$ cat src/rtl/dac_pkg.sv
// ----------------------------------------------------------------------------
// dac_pkg: door access controller shared definitions
// Mode, event and cue codes, register indexes, payload types and the
// event queue sizing used by the controller and its event queue.
// ----------------------------------------------------------------------------
package dac_pkg;

   // event queue sizing
   localparam int QUEUE_DEPTH = 4;
   localparam int QW          = (QUEUE_DEPTH > 1) ? $clog2(QUEUE_DEPTH) : 1;
   localparam int CW          = $clog2(QUEUE_DEPTH + 1);
   // at most six events are raised in one tick
   localparam int NPUSH       = 6;
   localparam int PCW         = $clog2(NPUSH + 1);
   // wide enough for pointer sums, counts and offsets
   localparam int SW          = $clog2(2 * QUEUE_DEPTH + NPUSH);

   // configuration registers
   localparam int NREG = 8;
   localparam int RIW  = 3;
   localparam int RDW  = 24;

   localparam logic [RIW-1:0] REG_LOCK_DELAY   = 3'd0;
   localparam logic [RIW-1:0] REG_DOOR_WAIT    = 3'd1;
   localparam logic [RIW-1:0] REG_DENY_HOLD    = 3'd2;
   localparam logic [RIW-1:0] REG_OPEN_TIMEOUT = 3'd3;
   localparam logic [RIW-1:0] REG_SETTLE       = 3'd4;
   localparam logic [RIW-1:0] REG_SETTLE_MAX   = 3'd5;
   localparam logic [RIW-1:0] REG_HEARTBEAT    = 3'd6;
   localparam logic [RIW-1:0] REG_PUBLISH      = 3'd7;

   // controller modes
   localparam logic [2:0] M_IDLE    = 3'd0;
   localparam logic [2:0] M_GRANTED = 3'd1;
   localparam logic [2:0] M_DENIED  = 3'd2;
   localparam logic [2:0] M_TEMP    = 3'd3;
   localparam logic [2:0] M_ALARM   = 3'd4;

   // event codes
   localparam logic [2:0] E_GRANT     = 3'd0;
   localparam logic [2:0] E_DENY      = 3'd1;
   localparam logic [2:0] E_OPEN      = 3'd2;
   localparam logic [2:0] E_CLOSED    = 3'd3;
   localparam logic [2:0] E_ALARM_ON  = 3'd4;
   localparam logic [2:0] E_ALARM_OFF = 3'd5;
   localparam logic [2:0] E_STATUS    = 3'd6;
   localparam logic [2:0] E_REMOTE    = 3'd7;

   // sound cues
   localparam logic [1:0] CUE_NONE    = 2'd0;
   localparam logic [1:0] CUE_CONFIRM = 2'd1;
   localparam logic [1:0] CUE_ERROR   = 2'd2;

   // push slots in the order events are raised within a tick
   localparam int SLOT_DOOR   = 0;
   localparam int SLOT_CARD   = 1;
   localparam int SLOT_ALARM  = 2;
   localparam int SLOT_REMOTE = 3;
   localparam int SLOT_STATUS = 4;
   localparam int SLOT_BEAT   = 5;

   typedef struct packed {
      logic        door_open;
      logic        card_present;
      logic        card_valid;
      logic [31:0] card_id;
      logic        button_press;
      logic        remote_open;
      logic        status_request;
   } req_type;

   typedef struct packed {
      logic [2:0]  mode;
      logic        settling;
      logic        lock_released;
      logic [1:0]  sound_cue;
      logic        publish_valid;
      logic [2:0]  publish_event;
      logic [2:0]  publish_mode;
      logic [31:0] publish_card;
      logic        queue_dropped;
   } rsp_type;

   typedef struct packed {
      logic [2:0]  code;
      logic [2:0]  mode;
      logic [31:0] card;
   } event_type;

   // controller to queue
   typedef struct packed {
      logic                   step;
      logic                   pop_due;
      logic [NPUSH-1:0]       push_valid;
      event_type [NPUSH-1:0]  push_event;
   } queue_ctrl_type;

   // queue to controller
   typedef struct packed {
      logic      pop_valid;
      event_type pop_event;
      logic      dropped;
   } queue_stat_type;

   // reset value of each configuration register
   function automatic logic [RDW-1:0] cfg_reset_value(input logic [RIW-1:0] idx);
      logic [RDW-1:0] val;
      unique case (idx)
         REG_LOCK_DELAY:   val = 24'd1000;
         REG_DOOR_WAIT:    val = 24'd10000;
         REG_DENY_HOLD:    val = 24'd3000;
         REG_OPEN_TIMEOUT: val = 24'd10000;
         REG_SETTLE:       val = 24'd2000;
         REG_SETTLE_MAX:   val = 24'd5000;
         REG_HEARTBEAT:    val = 24'd60000;
         REG_PUBLISH:      val = 24'd1200;
         default:          val = 24'd1200;
      endcase
      return val;
   endfunction

endpackage

$ cat src/rtl/dac_event_queue.sv
// ----------------------------------------------------------------------------
// dac_event_queue: circular event queue
// Takes up to NPUSH events per tick in slot order, drops what does not fit,
// and pops one entry when a publish is due.
// ----------------------------------------------------------------------------
module dac_event_queue
   import dac_pkg::*;
(
   input  logic           clock,
   input  logic           reset,
   input  queue_ctrl_type ctrl_in,
   output queue_stat_type stat_out
);

   event_type          entries_ff [QUEUE_DEPTH];
   logic [QW-1:0]      head_ff, head_in;
   logic [QW-1:0]      tail_ff, tail_in;
   logic [CW-1:0]      count_ff, count_in;

   event_type          compact [NPUSH];
   logic [PCW-1:0]     num_push;
   logic [SW-1:0]      free_slots;
   logic [SW-1:0]      accepted;
   logic [SW-1:0]      count_after;
   logic [SW-1:0]      tail_sum;
   logic [SW-1:0]      offset [QUEUE_DEPTH];
   logic [QUEUE_DEPTH-1:0] wr_en;
   logic [PCW-1:0]     wr_sel [QUEUE_DEPTH];
   logic               pop;

   // pack the raised events into consecutive positions
   always_comb begin
      num_push = '0;
      for (int j = 0; j < NPUSH; j++) begin
         compact[j] = '0;
      end
      for (int j = 0; j < NPUSH; j++) begin
         if (ctrl_in.push_valid[j]) begin
            compact[num_push] = ctrl_in.push_event[j];
            num_push          = num_push + 1'b1;
         end
      end
   end

   // how many fit, and where each one lands
   always_comb begin
      free_slots  = SW'(QUEUE_DEPTH) - SW'(count_ff);
      accepted    = (SW'(num_push) < free_slots) ? SW'(num_push) : free_slots;
      count_after = SW'(count_ff) + accepted;
      for (int e = 0; e < QUEUE_DEPTH; e++) begin
         if (QW'(e) >= tail_ff) begin
            offset[e] = SW'(e) - SW'(tail_ff);
         end else begin
            offset[e] = SW'(e) + SW'(QUEUE_DEPTH) - SW'(tail_ff);
         end
         wr_en[e]  = ctrl_in.step && (offset[e] < accepted);
         wr_sel[e] = offset[e][PCW-1:0];
      end
   end

   // pointer and count updates
   always_comb begin
      pop      = ctrl_in.step && ctrl_in.pop_due && (count_after != '0);
      tail_sum = SW'(tail_ff) + accepted;
      if (tail_sum >= SW'(QUEUE_DEPTH)) begin
         tail_sum = tail_sum - SW'(QUEUE_DEPTH);
      end
      tail_in  = ctrl_in.step ? tail_sum[QW-1:0] : tail_ff;
      count_in = ctrl_in.step ? CW'(count_after - SW'(pop)) : count_ff;
      if (pop) begin
         head_in = (head_ff == QW'(QUEUE_DEPTH - 1)) ? '0 : head_ff + 1'b1;
      end else begin
         head_in = head_ff;
      end
   end

   // popped entry: an empty queue hands over the first event of this tick
   always_comb begin
      stat_out.pop_valid = pop;
      stat_out.dropped   = ctrl_in.step && (SW'(num_push) > free_slots);
      if (!pop) begin
         stat_out.pop_event = '0;
      end else if (count_ff == '0) begin
         stat_out.pop_event = compact[0];
      end else begin
         stat_out.pop_event = entries_ff[head_ff];
      end
   end

   // control registers
   always_ff @(posedge clock) begin
      if (reset) begin
         head_ff  <= '0;
         tail_ff  <= '0;
         count_ff <= '0;
      end else begin
         head_ff  <= head_in;
         tail_ff  <= tail_in;
         count_ff <= count_in;
      end
   end

   // entry storage
   always_ff @(posedge clock) begin
      for (int e = 0; e < QUEUE_DEPTH; e++) begin
         if (wr_en[e]) begin
            entries_ff[e] <= compact[wr_sel[e]];
         end
      end
   end

endmodule

$ cat src/rtl/door_access_controller.sv
// ----------------------------------------------------------------------------
// door_access_controller: door access controller top level
// Millisecond tick driven access control with event queue and publishing.
// ----------------------------------------------------------------------------
// Each request on the req_ channel is one millisecond tick carrying the door
// contact, card reader and command inputs. Each request yields exactly one
// response on the rsp_ channel with the mode, lock and cue outputs and the
// event popped for publishing, if any.
// Requests pass through an input register and a response register; a
// response is registered as its request leaves the input register.
// One request is taken every cycle while req_stall is low; all mode, timer
// and queue work for a tick fits in the single pass between the registers.
// A stalled response holds in its register; the input register still takes
// a request while the response register is empty or being emptied, and
// req_stall rises only when both stages are full and rsp_stall is high.
// Timer registers are written through the csr_ port, which is always ready;
// write them only while no request is in flight.
// Synchronous reset returns the mode to idle, clears all timers, flags and
// the queue, and restores the register defaults. The first tick after reset
// always queues a door open or door closed event.
// ----------------------------------------------------------------------------
module door_access_controller
   import dac_pkg::*;
(
   input  logic           clock,
   input  logic           reset,
   input  logic           req_valid,
   output logic           req_stall,
   input  req_type        req_data,
   output logic           rsp_valid,
   input  logic           rsp_stall,
   output rsp_type        rsp_data,
   input  logic           csr_valid,
   output logic           csr_ready,
   input  logic [RIW-1:0] csr_index,
   input  logic [RDW-1:0] csr_data
);

   // pipeline registers
   logic           req_valid_ff;
   req_type        req_ff;
   logic           rsp_valid_ff;
   rsp_type        rsp_ff, rsp_in;
   logic           adv_out, adv_in, step;

   // configuration
   logic [RDW-1:0] cfg_ff [NREG];

   // controller state
   logic [2:0]  mode_ff, mode_in;
   logic        settle_ff, settle_in;
   logic        lock_ff, lock_in;
   logic        opened_ff, opened_in;
   logic        by_button_ff, by_button_in;
   logic        pending_ff, pending_in;
   logic        prev_door_ff, prev_door_in;
   logic        door_known_ff, door_known_in;
   logic [31:0] now_ff;
   logic [31:0] entry_ff, entry_in;
   logic [31:0] lock_time_ff, lock_time_in;
   logic [31:0] settle_start_ff, settle_start_in;
   logic [31:0] last_beat_ff, last_beat_in;
   logic [31:0] last_pub_ff, last_pub_in;
   logic [31:0] last_card_ff, last_card_in;

   logic [1:0]     cue;
   logic [31:0]    settle_el;
   queue_ctrl_type qctrl;
   queue_stat_type qstat;

   // handshake
   assign adv_out   = !rsp_valid_ff || !rsp_stall;
   assign adv_in    = !req_valid_ff || adv_out;
   assign step      = req_valid_ff && adv_out;
   assign req_stall = !adv_in;
   assign rsp_valid = rsp_valid_ff;
   assign rsp_data  = rsp_ff;
   assign csr_ready = 1'b1;

   // configuration registers
   always_ff @(posedge clock) begin
      if (reset) begin
         for (int i = 0; i < NREG; i++) begin
            cfg_ff[i] <= cfg_reset_value(RIW'(i));
         end
      end else if (csr_valid) begin
         cfg_ff[csr_index] <= csr_data;
      end
   end

   // tick logic: door edge, settle hold or mode step, commands, heartbeat
   always_comb begin
      mode_in         = mode_ff;
      settle_in       = settle_ff;
      lock_in         = lock_ff;
      opened_in       = opened_ff;
      by_button_in    = by_button_ff;
      pending_in      = pending_ff;
      prev_door_in    = prev_door_ff;
      door_known_in   = door_known_ff;
      entry_in        = entry_ff;
      lock_time_in    = lock_time_ff;
      settle_start_in = settle_start_ff;
      last_beat_in    = last_beat_ff;
      last_pub_in     = last_pub_ff;
      last_card_in    = last_card_ff;
      cue             = CUE_NONE;
      qctrl           = '0;
      qctrl.step      = step;
      settle_el       = now_ff - settle_start_ff;

      // door contact change
      if (!door_known_ff || (req_ff.door_open != prev_door_ff)) begin
         prev_door_in  = req_ff.door_open;
         door_known_in = 1'b1;
         qctrl.push_valid[SLOT_DOOR] = 1'b1;
         qctrl.push_event[SLOT_DOOR] = '{code: req_ff.door_open ? E_OPEN : E_CLOSED,
                                         mode: mode_ff, card: 32'd0};
      end

      if (settle_ff) begin
         // stabilisation hold
         if (settle_el >= 32'(cfg_ff[REG_SETTLE])
             || settle_el > 32'(cfg_ff[REG_SETTLE_MAX])) begin
            settle_in = 1'b0;
         end
      end else begin
         unique case (mode_ff)
            M_IDLE: begin
               if (pending_ff) begin
                  pending_in   = 1'b0;
                  by_button_in = 1'b0;
                  mode_in      = M_TEMP;
                  entry_in     = now_ff;
               end else begin
                  // card, then button, then forced door; later ones win
                  if (req_ff.card_present) begin
                     last_card_in = req_ff.card_id;
                     qctrl.push_valid[SLOT_CARD] = 1'b1;
                     entry_in = now_ff;
                     if (req_ff.card_valid) begin
                        cue       = CUE_CONFIRM;
                        lock_in   = 1'b0;
                        opened_in = 1'b0;
                        mode_in   = M_GRANTED;
                        qctrl.push_event[SLOT_CARD] = '{code: E_GRANT, mode: M_GRANTED,
                                                        card: req_ff.card_id};
                     end else begin
                        cue     = CUE_ERROR;
                        mode_in = M_DENIED;
                        qctrl.push_event[SLOT_CARD] = '{code: E_DENY, mode: M_DENIED,
                                                        card: req_ff.card_id};
                     end
                  end
                  if (req_ff.button_press) begin
                     by_button_in = 1'b0;
                     mode_in      = M_TEMP;
                     entry_in     = now_ff;
                  end
                  if (req_ff.door_open) begin
                     mode_in  = M_ALARM;
                     entry_in = now_ff;
                     qctrl.push_valid[SLOT_ALARM] = 1'b1;
                     qctrl.push_event[SLOT_ALARM] = '{code: E_ALARM_ON, mode: M_ALARM,
                                                      card: 32'd0};
                  end
               end
            end
            M_GRANTED: begin
               if (!lock_ff && (now_ff - entry_ff) >= 32'(cfg_ff[REG_LOCK_DELAY])) begin
                  lock_in      = 1'b1;
                  lock_time_in = now_ff;
                  opened_in    = 1'b0;
               end
               if (lock_in) begin
                  if (req_ff.door_open) begin
                     opened_in = 1'b1;
                  end
                  if (opened_in && !req_ff.door_open) begin
                     // door closed after the access: start the hold
                     lock_in         = 1'b0;
                     opened_in       = 1'b0;
                     settle_in       = 1'b1;
                     settle_start_in = now_ff;
                     mode_in         = M_IDLE;
                     entry_in        = now_ff;
                  end else if (!opened_in
                               && (now_ff - lock_time_in) >= 32'(cfg_ff[REG_DOOR_WAIT])) begin
                     lock_in  = 1'b0;
                     mode_in  = M_IDLE;
                     entry_in = now_ff;
                  end
               end
            end
            M_DENIED: begin
               if ((now_ff - entry_ff) >= 32'(cfg_ff[REG_DENY_HOLD])) begin
                  mode_in  = M_IDLE;
                  entry_in = now_ff;
               end
               if (req_ff.door_open) begin
                  mode_in  = M_ALARM;
                  entry_in = now_ff;
                  qctrl.push_valid[SLOT_ALARM] = 1'b1;
                  qctrl.push_event[SLOT_ALARM] = '{code: E_ALARM_ON, mode: M_ALARM,
                                                   card: last_card_ff};
               end
            end
            M_TEMP: begin
               if (req_ff.door_open) begin
                  by_button_in = 1'b1;
               end
               if (by_button_in && !req_ff.door_open) begin
                  by_button_in    = 1'b0;
                  settle_in       = 1'b1;
                  settle_start_in = now_ff;
                  mode_in         = M_IDLE;
                  entry_in        = now_ff;
               end else if ((now_ff - entry_ff) >= 32'(cfg_ff[REG_OPEN_TIMEOUT])) begin
                  by_button_in = 1'b0;
                  mode_in      = M_IDLE;
                  entry_in     = now_ff;
               end
            end
            M_ALARM: begin
               if (!req_ff.door_open) begin
                  mode_in  = M_IDLE;
                  entry_in = now_ff;
                  qctrl.push_valid[SLOT_ALARM] = 1'b1;
                  qctrl.push_event[SLOT_ALARM] = '{code: E_ALARM_OFF, mode: M_IDLE,
                                                   card: 32'd0};
               end
            end
            default: begin
               mode_in = M_IDLE;
            end
         endcase
      end

      // remote commands
      if (req_ff.remote_open) begin
         qctrl.push_valid[SLOT_REMOTE] = 1'b1;
         qctrl.push_event[SLOT_REMOTE] = '{code: E_REMOTE, mode: mode_in, card: 32'd0};
         if (mode_in == M_IDLE) begin
            pending_in = 1'b1;
         end
      end
      if (req_ff.status_request) begin
         qctrl.push_valid[SLOT_STATUS] = 1'b1;
         qctrl.push_event[SLOT_STATUS] = '{code: E_STATUS, mode: mode_in, card: 32'd0};
      end

      // heartbeat, not while in alarm
      if (mode_in != M_ALARM && (now_ff - last_beat_ff) >= 32'(cfg_ff[REG_HEARTBEAT])) begin
         last_beat_in = now_ff;
         qctrl.push_valid[SLOT_BEAT] = 1'b1;
         qctrl.push_event[SLOT_BEAT] = '{code: E_STATUS, mode: mode_in, card: 32'd0};
      end

      // publish interval
      if ((now_ff - last_pub_ff) >= 32'(cfg_ff[REG_PUBLISH])) begin
         last_pub_in   = now_ff;
         qctrl.pop_due = 1'b1;
      end
   end

   dac_event_queue u_queue (
      .clock    (clock),
      .reset    (reset),
      .ctrl_in  (qctrl),
      .stat_out (qstat)
   );

   // response contents
   always_comb begin
      rsp_in.mode          = mode_in;
      rsp_in.settling      = settle_in;
      rsp_in.lock_released = lock_in;
      rsp_in.sound_cue     = cue;
      rsp_in.publish_valid = qstat.pop_valid;
      rsp_in.publish_event = qstat.pop_event.code;
      rsp_in.publish_mode  = qstat.pop_event.mode;
      rsp_in.publish_card  = qstat.pop_event.card;
      rsp_in.queue_dropped = qstat.dropped;
   end

   // input stage
   always_ff @(posedge clock) begin
      if (reset) begin
         req_valid_ff <= 1'b0;
      end else if (adv_in) begin
         req_valid_ff <= req_valid;
      end
   end

   always_ff @(posedge clock) begin
      if (adv_in && req_valid) begin
         req_ff <= req_data;
      end
   end

   // response stage
   always_ff @(posedge clock) begin
      if (reset) begin
         rsp_valid_ff <= 1'b0;
      end else if (adv_out) begin
         rsp_valid_ff <= req_valid_ff;
      end
   end

   always_ff @(posedge clock) begin
      if (step) begin
         rsp_ff <= rsp_in;
      end
   end

   // controller state, advanced once per tick
   always_ff @(posedge clock) begin
      if (reset) begin
         mode_ff         <= M_IDLE;
         settle_ff       <= 1'b0;
         lock_ff         <= 1'b0;
         opened_ff       <= 1'b0;
         by_button_ff    <= 1'b0;
         pending_ff      <= 1'b0;
         prev_door_ff    <= 1'b0;
         door_known_ff   <= 1'b0;
         now_ff          <= '0;
         entry_ff        <= '0;
         lock_time_ff    <= '0;
         settle_start_ff <= '0;
         last_beat_ff    <= '0;
         last_pub_ff     <= '0;
         last_card_ff    <= '0;
      end else if (step) begin
         mode_ff         <= mode_in;
         settle_ff       <= settle_in;
         lock_ff         <= lock_in;
         opened_ff       <= opened_in;
         by_button_ff    <= by_button_in;
         pending_ff      <= pending_in;
         prev_door_ff    <= prev_door_in;
         door_known_ff   <= door_known_in;
         now_ff          <= now_ff + 32'd1;
         entry_ff        <= entry_in;
         lock_time_ff    <= lock_time_in;
         settle_start_ff <= settle_start_in;
         last_beat_ff    <= last_beat_in;
         last_pub_ff     <= last_pub_in;
         last_card_ff    <= last_card_in;
      end
   end

endmodule

$ cat config.mk
export PLATFORM = sky130hd
export DESIGN_NAME = door_access_controller
export DESIGN_NICKNAME = d
export VERILOG_FILES = /design/src/rtl/dac_pkg.sv /design/src/rtl/dac_event_queue.sv /design/src/rtl/door_access_controller.sv
export SDC_FILE = /design/constraint.sdc
export NUM_CORES = 2
export LEC_CHECK = 0
export BUFFER_PORTS_ARGS = -buffer_cell sky130_fd_sc_hd__buf_2
export CELL_PAD_IN_SITES_DETAIL_PLACEMENT = 0
export CELL_PAD_IN_SITES_GLOBAL_PLACEMENT = 1
export CORE_MARGIN = 1
export CORE_UTILIZATION = 35
export DETAILED_ROUTE_END_ITERATION = 10
export PLACE_DENSITY_LB_ADDON = 0.25
export SYNTH_ARGS = -nofsm -noshare
export SYNTH_HDL_FRONTEND = slang
export SYNTH_SLANG_ARGS = --single-unit
$ cat constraint.sdc
create_clock -name clock -period 11.2 [get_ports clock]
set_input_delay 3.36 -clock clock [delete_from_list [all_inputs] [get_ports clock]]
set_output_delay 3.36 -clock clock [all_outputs]
set_load 0.01 [all_outputs]
==> reports/metrics.yaml <==
layout:
  fin_nets: 5284
  fin_util_pct: 39.7
  drive_gt1_share_pct: 10.2
  seq_area_sq_um: 17800
  multi_input_area_sq_um: 23900
  syn2layout_area_growth_pct: 12.1
  fillers: 12400
  stdcell_area_sq_um: 49300
floorplan:
  die_y_microns: 357
  die_w_microns: 357
  ios: 120
  core-area_sq_um: 124000
  floorplan.die_area_sq_um: 127000
  row_count: 129
  initial_core_util_pct: 35.4
placed_design:
  place.gp.congestion: 0.879
  place_area_sq_um: 46400
  io_buffers: 118
  place_hpwl_microns: 96800
setup_path:
  r2r-start: "entry_ff[1]$_SDFFE_PP0P_"
  cp_common_cell: "a21oi_1"
  slowest_stage: "a221o_1"
  critPathMaxStageDelay_ns: 0.39
  start_kind: "register"
  endpoint_kind: "register"
  worstSetupPathType: "reg -> reg"
  critPathLaunch: "entry_ff[1]$_SDFFE_PP0P_"
  cp_max_fo: 8
  arrival_ns: 10.73
  critPathRequiredTime_ns: 11.63
global_route:
  grt_overflow_total: 0
  grt_pass1_vias: 34700
  grtUsageTotal_pct: 22.6
  grt_pass1_wl_microns: 218000
  antenna_found_initial: 3
  grt_max_degree: 103
sta:
  tightest_slew_ns: 1.17
  max_freq_mhz: 97.1
  finalClockSkew_ns: 0.0444
  finalCritPeriodShare_pct: 91.9
  slew_headroom_pct: 21.7
  slew_viol_final: 0
  rsz0062_at_grt: "no"
  fin_hold_ws_ns: 0.453
  setup_viol: 0
  post-route-min-period_ns: 10.29
  hold_viol_final: 0
  setup_tns_ns: 0
synthesis:
  synth_fa_ha_area_share_pct: 11.2
  synth_cells: 4784
  synth_top_family_by_area: "compound AO/OA/AOI/OAI gates"
  synth-main-ff-cell: "edfxtp_1"
  synth_edf_count: 429
  synthSimpleGateAreaFrac_pct: 17.3
  avgSynthCellArea_sq_um: 9.20
  synth_xor_xnor_area_share_pct: 3.03
  synth.distinct_cells: 102
  muxShareOfSynthArea_pct: 4.90
  yosys_warnings: 0
  synth_compound_area_share_pct: 17.5
  yosysSeqAreaShare_pct: 40.4
  synthArstFlopShare_pct: 0
  ys_ff_latch: 674
  syn_area_sq_um: 44000
outcome:
  outcome: "complete, no violations"
clock_network:
  numCtsBuffers: 86
  worst_skew_pair.late_latency_ns: 0.72
  clk_pin_slew_worst_paths_ns: 0.06
  cts_root_buf: "clkbuf_16"
  cts_tree: "built"
  cts_sinks: 674
  htree_num_levels: 3
  cts_buffer_depth: 3
power_and_ir_drop:
  ir_drop_mv: 0.113
  power_density_nw_per_um2: 152
  leakagePower_uw: 0.0198
  power_uw: 7480
routing:
  viasPerCell: 5.44
  wl_microns: 145000
  wire_per_inst_microns: 22.1
  drc: 0
  vias: 35600
  first_pass_iters: 5
  ant_nets: 0
  drt_iter0_markers: 2800
run:
  drv_cap: 0
min_path:
  hold_class: "reg -> reg"
  worstHoldStart: "settle_start_ff[22]$_SDFFE_PP0P_"
[registers in the layout, summed over array words and instances, names as in the netlist, 2 cells and up, named ones only]
signal,flops
settle_start_ff,32
entry_ff,32
mode_ff,3
now_ff,32
u_queue.head_ff,2
u_queue.entries_ff,152
last_card_ff,32
cfg_ff,192
lock_time_ff,32
rsp_data,47
u_queue.tail_ff,2
last_beat_ff,32
last_pub_ff,32
req_ff,38
u_queue.count_ff,3
[cell families (layout without fill, tap and decap cells)]
| group | count (synthesis) | count (layout) |
|---|---|---|
| and+or+nand+nor | 1564 | 1564 |
| AOI/OAI and AO/OA | 1198 | 1198 |
| DFF | 674 | 674 |
| buffers and inverters | 645 | 758 |
| adders and majority gates | 387 | 387 |
| muxes | 163 | 163 |
| xor gates and xnor gates | 152 | 152 |
| other | 1 | 11 |
[per-layer routing]
layer	track usage (%)	wire (microns)	share of wire, %	up-vias
met2	38.6	69100	48	933
li1	-	-	-	17300
met5	0	0	0	-
met1	29.3	64800	45	17200
met3	3.15	6700	4.6	222
met4	6.96	4130	2.9	0
[worst paths after layout]
check	depth (start not counted)	to	slack, ns
setup / recovery	54	u_queue.entries_ff[0][32]$_DFFE_PP_	0.91
hold / removal	2	settle_start_ff[22]$_SDFFE_PP0P_	0.45
setup reg to reg	54	u_queue.entries_ff[0][32]$_DFFE_PP_	0.91
hold reg to reg	2	settle_start_ff[22]$_SDFFE_PP0P_	0.45
[cells in the mapped netlist (10+ instances only)]
library cell | count | area, sq um
nand2_1 | 455 | 1710
edfxtp_1 | 429 | 12900
inv_1 | 384 | 1440
ha_1 | 378 | 4730
a21oi_1 | 344 | 1720
nor2_1 | 321 | 1200
o21ai_0 | 247 | 1240
dfxtp_1 | 245 | 4900
nand3_1 | 223 | 1120
clkbuf_1 | 203 | 762
and2_1 | 161 | 1010
a21o_1 | 147 | 1100
nor3_1 | 88 | 440
mux2i_1 | 85 | 851
xnor2_1 | 79 | 692
o21a_1 | 78 | 586
xor2_1 | 73 | 639
a211oi_1 | 67 | 503
nand2b_1 | 62 | 388
o22ai_1 | 61 | 382
nand4_1 | 52 | 325
or3_1 | 46 | 288
nor2b_1 | 42 | 263
mux2_2 | 40 | 450
mux4_2 | 38 | 856
a22o_1 | 36 | 315
buf_2 | 31 | 155
and3_1 | 24 | 150
o21ai_1 | 22 | 110
or2_2 | 22 | 138
a31oi_1 | 20 | 125
buf_1 | 17 | 63.8
o21bai_1 | 17 | 128
a2111oi_0 | 16 | 140
o211ai_1 | 16 | 120
nor4_1 | 13 | 81.3
o32ai_1 | 11 | 96.3
nor3b_1 | 10 | 75.1
[placed cells by master, fill, tap and decap left out, types with 117 or more instances in the layout]
cell type	synthesis	final
edfxtp_1	429	429
ha_1	378	377
a21oi_1	344	341
and2_1	161	161
buf_2	31	117
nand3_1	223	223
nor2_1	321	317
nand2_1	455	451
o21ai_0	247	247
a21o_1	147	147
dfxtp_1	245	241
inv_1	384	383
[final cells by class]
cell class	instances	share of cell area (%)
Antenna cell	8	0.0406
Clock buffer	128	4.93
Clock inverter	32	0.703
Inverter	387	2.95
Multi-Input combinational cell	3467	48.4
Sequential cell	674	36.1
Tap cell	1637	4.15
Timing Repair Buffer	211	2.68
[worst max-delay path: cells and delay by family, from the launching register on]
kind	cells	cell delay, ns
xor+xnor	2	0.22
simple gates	15	2.27
flops	1	0.33
fa+ha+maj	4	1.22
compound gates	29	5.07
buf+inv	3	0.52
mux	1	0.36
[per-stage QoR]
| step | setup slack (ns) | cells |
|---|---|---|
| after CTS | 0.469 | 6530 |
| after global placement | 0.603 | 6370 |
| after detailed placement | 0.535 | 6370 |
| final | 0.906 | 6544 |
| after global routing | 0.0161 | 6536 |
| after floorplan | 0.966 | 4786 |
[where the power goes]
part           switching, uW  internal, uW
Combinational           1150           592
Sequential              80.0          2890
Clock                   1170          1590
[what timing repair did]
| action | 4_1_cts | 5_1_grt |
|---|---|---|
| setup buffers | 0 | 6 |
| hold buffers | 0 | 0 |
| endpoints found under the setup margin | 0 | 40 |
| resized for setup | 0 | 5 |
(Power assumes the default switching activity.)
